$ cat config.mk
export PLATFORM = sky130hd
export DESIGN_NAME = erps_ctrl
export DESIGN_NICKNAME = d
export VERILOG_FILES = /design/src/rtl/erps_pkg.sv /design/src/rtl/erps_ctrl.sv
export VERILOG_INCLUDE_DIRS = /design/src /design/src/rtl
export SDC_FILE = /design/constraint.sdc
export NUM_CORES = 1
export LEC_CHECK = 0
export BUFFER_PORTS_ARGS = -buffer_cell sky130_fd_sc_hd__buf_4
export CAP_MARGIN = 20
export CORE_ASPECT_RATIO = 0.8
export CORE_UTILIZATION = 46
export DETAILED_ROUTE_END_ITERATION = 10
export PLACE_DENSITY = 0.82
export SYNTH_ARGS = -nofsm -noshare
export SYNTH_HDL_FRONTEND = slang
export SYNTH_SLANG_ARGS = --single-unit
$ cat constraint.sdc
create_clock -name clock -period 1.6 [get_ports clock]
set_clock_uncertainty 0.1 [all_clocks]
set_input_delay 0.32 -clock clock [delete_from_list [all_inputs] [get_ports clock]]
set_output_delay 0.32 -clock clock [all_outputs]
set_load 0.005 [all_outputs]
$ cat src/rtl/etx_rank_parent_select_defines.svh
// assertion macros shared by the controller and datapath of the etx rank parent select block
// expects signals named clock and reset in the module that uses them
`ifndef ETX_RANK_PARENT_SELECT_DEFINES_SVH
`define ETX_RANK_PARENT_SELECT_DEFINES_SVH

// same-cycle implication, checked outside reset
`define ERPS_ASSERT_IMPL(lbl, ante, cons, msg) \
   lbl: assert property (@(posedge clock) disable iff (reset) (ante) |-> (cons)) \
      else $error(msg);

// next-cycle implication, checked outside reset
`define ERPS_ASSERT_NEXT(lbl, ante, cons, msg) \
   lbl: assert property (@(posedge clock) disable iff (reset) (ante) |=> (cons)) \
      else $error(msg);

`endif

$ cat src/rtl/erps_pkg.sv
// shared constants, codes and controller/datapath interface types
// for the etx rank parent select block; no dependencies
`default_nettype none

package erps_pkg;

   localparam int NODES      = 64;
   localparam int NODE_W     = 6;
   localparam int LINK_DEPTH = NODES * NODES;
   localparam int LINK_AW    = 2 * NODE_W;
   localparam logic [LINK_AW-1:0] LINK_LAST = LINK_AW'(LINK_DEPTH - 1);

   localparam logic [15:0] RANK_INF  = 16'hFFFF;
   localparam logic [15:0] CNT_MAX   = 16'hFFFF;
   localparam logic [6:0]  NO_PARENT = 7'd64;
   localparam logic [6:0]  JOIN_MAX  = 7'd127;
   localparam logic [7:0]  MIN_SAMPLES_RST = 8'd10;

   // etx and rank increase for the two fixed cases
   localparam logic [23:0] ETX_TEN     = 24'd2560;
   localparam logic [23:0] ETX_HUNDRED = 24'd25600;
   localparam logic [9:0]  INC_TEN     = 10'd100;
   localparam logic [9:0]  INC_HUNDRED = 10'd1000;

   // quotient of 2560*sent/recv fits 18 bits when recv*100 >= sent
   localparam int QUO_W     = 18;
   localparam int DIV_STEPS = QUO_W;
   localparam int DIV_CNT_W = $clog2(DIV_STEPS);
   localparam logic [DIV_CNT_W-1:0] DIV_LAST = DIV_CNT_W'(DIV_STEPS - 1);

   // floor(q/10) = (q * ceil(2^21/10)) >> 21, exact for q below 2^18
   localparam logic [QUO_W-1:0] RECIP_TEN = 18'd209716;
   localparam int RECIP_SHIFT = 21;

   typedef enum logic [1:0] {
      ACT_SENT = 2'd0,
      ACT_RECV = 2'd1,
      ACT_ROOT = 2'd2
   } action_type;

   typedef enum logic [1:0] {
      SIG_NONE         = 2'd0,
      SIG_CONSISTENT   = 2'd1,
      SIG_INCONSISTENT = 2'd2
   } trickle_type;

   typedef struct packed {
      logic        joined;
      logic [6:0]  parent;
      logic [15:0] rank;
      logic [23:0] etx;
   } node_word_type;

   localparam node_word_type NODE_RST = '{joined: 1'b0, parent: NO_PARENT,
                                          rank: RANK_INF, etx: 24'd0};

   typedef struct packed {
      logic               clear;
      logic [LINK_AW-1:0] clr_addr;
      logic               capture;
      logic               read;
      logic               load;
      logic               classify;
      logic               div_step;
      logic               scale;
      logic               commit;
   } ctl_cmd_type;

   typedef struct packed {
      logic div_needed;
      logic out_free;
   } dp_status_type;

endpackage

`default_nettype wire

$ cat src/rtl/erps_ctrl.sv
// sequencing state machine for the etx rank parent select block
// uses erps_pkg and the assertion macros header
`default_nettype none
`include "etx_rank_parent_select_defines.svh"

module erps_ctrl (
   input  wire logic                    clock,
   input  wire logic                    reset,
   input  wire logic                    req_tvalid,
   output logic                         req_tready,
   input  wire erps_pkg::dp_status_type status,
   output erps_pkg::ctl_cmd_type        cmd
);

   typedef enum logic [2:0] {
      ST_CLEAR,
      ST_IDLE,
      ST_READ,
      ST_EVAL,
      ST_CLASS,
      ST_DIV,
      ST_SCALE,
      ST_COMMIT
   } state_type;

   state_type                           state_ff, state_in;
   logic [erps_pkg::LINK_AW-1:0]        clr_cnt_ff, clr_cnt_in;
   logic [erps_pkg::DIV_CNT_W-1:0]      div_cnt_ff, div_cnt_in;

   assign req_tready = (state_ff == ST_IDLE);

   always_comb begin
      state_in   = state_ff;
      clr_cnt_in = clr_cnt_ff;
      div_cnt_in = div_cnt_ff;
      cmd        = '0;
      cmd.clr_addr = clr_cnt_ff;
      case (state_ff)
         ST_CLEAR: begin
            cmd.clear  = 1'b1;
            clr_cnt_in = clr_cnt_ff + 1'b1;
            if (clr_cnt_ff == erps_pkg::LINK_LAST) begin
               state_in = ST_IDLE;
            end
         end
         ST_IDLE: begin
            if (req_tvalid) begin
               cmd.capture = 1'b1;
               state_in    = ST_READ;
            end
         end
         ST_READ: begin
            cmd.read = 1'b1;
            state_in = ST_EVAL;
         end
         ST_EVAL: begin
            cmd.load = 1'b1;
            state_in = ST_CLASS;
         end
         ST_CLASS: begin
            cmd.classify = 1'b1;
            div_cnt_in   = '0;
            state_in     = status.div_needed ? ST_DIV : ST_COMMIT;
         end
         ST_DIV: begin
            cmd.div_step = 1'b1;
            div_cnt_in   = div_cnt_ff + 1'b1;
            if (div_cnt_ff == erps_pkg::DIV_LAST) begin
               state_in = ST_SCALE;
            end
         end
         ST_SCALE: begin
            cmd.scale = 1'b1;
            state_in  = ST_COMMIT;
         end
         ST_COMMIT: begin
            // hold here while the previous result is still unread
            if (status.out_free) begin
               cmd.commit = 1'b1;
               state_in   = ST_IDLE;
            end
         end
         default: begin
            state_in = ST_IDLE;
         end
      endcase
   end

   always_ff @(posedge clock) begin
      if (reset) begin
         state_ff   <= ST_CLEAR;
         clr_cnt_ff <= '0;
         div_cnt_ff <= '0;
      end else begin
         state_ff   <= state_in;
         clr_cnt_ff <= clr_cnt_in;
         div_cnt_ff <= div_cnt_in;
      end
   end

   `ERPS_ASSERT_NEXT(a_accept_reads, (req_tvalid && req_tready), (state_ff == ST_READ), "accepted beat did not start a read")
   `ERPS_ASSERT_IMPL(a_div_count, (state_ff == ST_DIV), (32'(div_cnt_ff) < erps_pkg::DIV_STEPS), "divide ran past its step count")
   `ERPS_ASSERT_NEXT(a_scale_commit, (state_ff == ST_SCALE), (state_ff == ST_COMMIT), "scale not followed by commit")

endmodule

`default_nettype wire

==> flow_summary.json <==
{
  "vias": 1130,
  "cpPeakStageDelay_ns": 0.40,
  "clkLatencyLatePin_ns": 0.33,
  "synthAdderAreaFrac_pct": 3.70,
  "ys.flop_type": "dfxtp_1",
  "tns_ns": -0.411,
  "syn_area_mm2": 0.00101,
  "synth_most_common_cell": "dfxtp_1",
  "die_w_um": 54.5,
  "h-tree-depth": 1,
  "grt_pass1_wl_um": 4580,
  "critPathSlowestCell": "or3_4",
  "grt_overflow": 0,
  "postLayoutSetupSlackWorst_ns": -0.0840,
  "rsz0062_at_grt": "true",
  "first_global_vias": 953,
  "die_y_um": 44.0,
  "powerDensity_mw_per_mm2": 1040,
  "setup_viol_count_final": 9,
  "pre_cts_slack_ns": 0.0940,
  "drc": 0,
  "report.final.slew_viol_count": 0,
  "drtIter0Drc": 41,
  "max-vdd-ir-drop_uv": 934,
  "numPortBuffers": 25,
  "ys_seq_area_share_pct": 39.5,
  "relSlewSlack_pct": 79.2,
  "fin_crit_sh_pct": 105,
  "vias_per_cell": 5.82,
  "syn_to_final_growth_pct": 57.8,
  "grt_max_degree": 22,
  "hpwl_um": 1790,
  "initial_core_util_pct": 51.2,
  "synth-async-reset-ratio_pct": 0,
  "yosys_register_bits": 20,
  "end_kind": "output pin",
  "cts_tree": "yes",
  "gp_congestion": 0.819,
  "synth_compound_area_share_pct": 6.67,
  "path_cells": "or3_4, inv_4, buf_6",
  "coreArea_mm2": 0.00198,
  "fmax_mhz": 594,
  "clk_transition_reported_paths_ns": 0.14,
  "period_minus_slack_ns": 1.68,
  "cts.sinks": 20,
  "ys.warnings.count": 0,
  "synth_top_area_cell": "dfxtp_1",
  "firstDrtPassIters": 4,
  "drtAntennaViolNets": 0,
  "wl_per_cell_um": 18.4,
  "antennaDiodeCount": 0,
  "routed_wl_um": 3580,
  "antenna_found_initial": 0,
  "p_total_w": 0.00166,
  "ys_types": 31,
  "rows": 14,
  "startpoint_type": "flip-flop",
  "leakagePower_nw": 0.694,
  "gr-usage-all-layers_pct": 29.0,
  "status": "finished, violations left",
  "cp_max_fo": 5,
  "cts_buffers": 3,
  "synth_top_family_by_area": "simple AND/OR/NAND/NOR gates",
  "hold_buffers": 0,
  "synth_commonest_cells": "dfxtp_1 (20), nor2_1 (15), a21oi_1 (9), nand2_1 (9), xor2_1 (8)",
  "fin_nets": 179,
  "syn-instance-count": 120,
  "synth-simple-area-share_pct": 36.8,
  "synthXorXnorAreaFrac_pct": 10.4,
  "cts_buffer_depth": 2,
  "cp.arrival_ns": 1.26,
  "worstMarginPinSlew_ns": 0.312,
  "synth_fp_nets": 128,
  "maxCapViolations": 0,
  "violations": "setup timing",
  "netlist.area_leader.share_pct": 39.5,
  "dieArea_mm2": 0.00240,
  "synth_enable_flop_cells": 0,
  "path_class": "reg -> out",
  "muxShareOfSynthArea_pct": 0,
  "post_synth.cell_area_avg_um2": 8.45,
  "drive_above_1_share_pct": 44.1,
  "critical_path_required_ns": 1.18,
  "num-fill-cells": 115,
  "hold_path_class": "in -> reg",
  "finalHoldViolCount": 0,
  "synth_area_leaders": "dfxtp_1 (40%), xor2_1 (6.9%), nor2_1 (5.6%)",
  "io_pins": 26,
  "clockRootBuffer": "clkbuf_4"
}
-- power breakdown --
part           switching (W)  internal [W]
logic               0.000284      0.000334
registers          0.0000519      0.000540
clock network       0.000192      0.000254
-- through the flow --
step / std cells / hold slack, ns / util, % / area (um^2)
after floorplan: 120 / 0.362 / - / 1010
after global placement: 172 / 0.374 / 64.3 / 1270
after detailed placement: 172 / 0.381 / 64.3 / 1270
after CTS: 188 / 0.201 / 75.3 / 1490
after global routing: 194 / 0.197 / 80.8 / 1600
final: 194 / 0.202 / 80.8 / 1600
-- registers in the layout, summed over array words and instances (netlist names) --
name / cells
clr_cnt_ff: 12
div_cnt_ff: 5
state_ff: 3
-- layout by cell type (no fill, tap or decap), types with 2 or more instances in the layout --
cell type  netlist  routed
dfxtp_1         20      16
nand2_1          9       9
nand3_2          0       2
xnor2_1          4       3
and3_1           3       3
nand4_1          4       4
a21oi_1          9       9
and2_1           3       2
inv_1            3       2
dfxtp_4          0       2
xor2_1           8       8
nor3_1           5       4
buf_6            0       5
nor3b_1          3       2
ha_1             3       3
nand2b_1         3       2
nand3b_1         2       2
nand3_1          6       4
nor2_1          15      13
buf_4            0      43
clkbuf_4         0       3
nor2b_1          3       2
dfxtp_2          0       2
-- critical path, delay by kind of cell (launching register included) --
kind	cells	cell delay (ns)
buffers and inverters	2	0.15
DFF	1	0.39
and+or+nand+nor	1	0.40
-- cells by family after synthesis --
kind of cell / count (synthesis)
buf+inv: 8
xor+xnor: 12
fa+ha+maj: 3
simple gates: 65
compound gates: 12
flops: 20
-- final timing paths --
check                 from  slack, ns  cells after the start            end
max            state_ff[2]      -0.08                      3        cmd[19]
min                  reset       0.20                      2  div_cnt_ff[0]
max reg2reg    state_ff[1]      -0.04                      7  clr_cnt_ff[4]
min reg2reg  div_cnt_ff[0]       0.43                      2  div_cnt_ff[0]
-- cell type report --
| cell class | instances | area, um^2 | share of cell area (%) |
|---|---|---|---|
| clock buffer | 3 | 22.5 | 1.41 |
| clock inverter | 1 | 30.0 | 1.88 |
| inverter | 3 | 13.8 | 0.861 |
| multi-input combinational | 92 | 668 | 41.8 |
| sequential | 20 | 410 | 25.7 |
| tap | 24 | 30.0 | 1.88 |
| timing repair buffer | 51 | 424 | 26.5 |
-- what timing repair did --
item / CTS / global route
gates cloned: 1 / 1
setup buffers: 11 / 5
gates resized for setup: 23 / 9
pin swaps: 5 / 10
setup endpoints to repair: 9 / 17
-- per-layer routing --
| layer | vias up | part of all wire (%) | GRT usage [%] |
|---|---|---|---|
| li1 | 513 | - | - |
| met1 | 543 | 40 | 34.9 |
| met2 | 64 | 48 | 43.9 |
| met3 | 10 | 8.6 | 10.2 |
| met4 | 0 | 3.1 | 17.4 |
| met5 | - | 0 | 0 |
No activity file was read; power rests on OpenSTA's default activity.
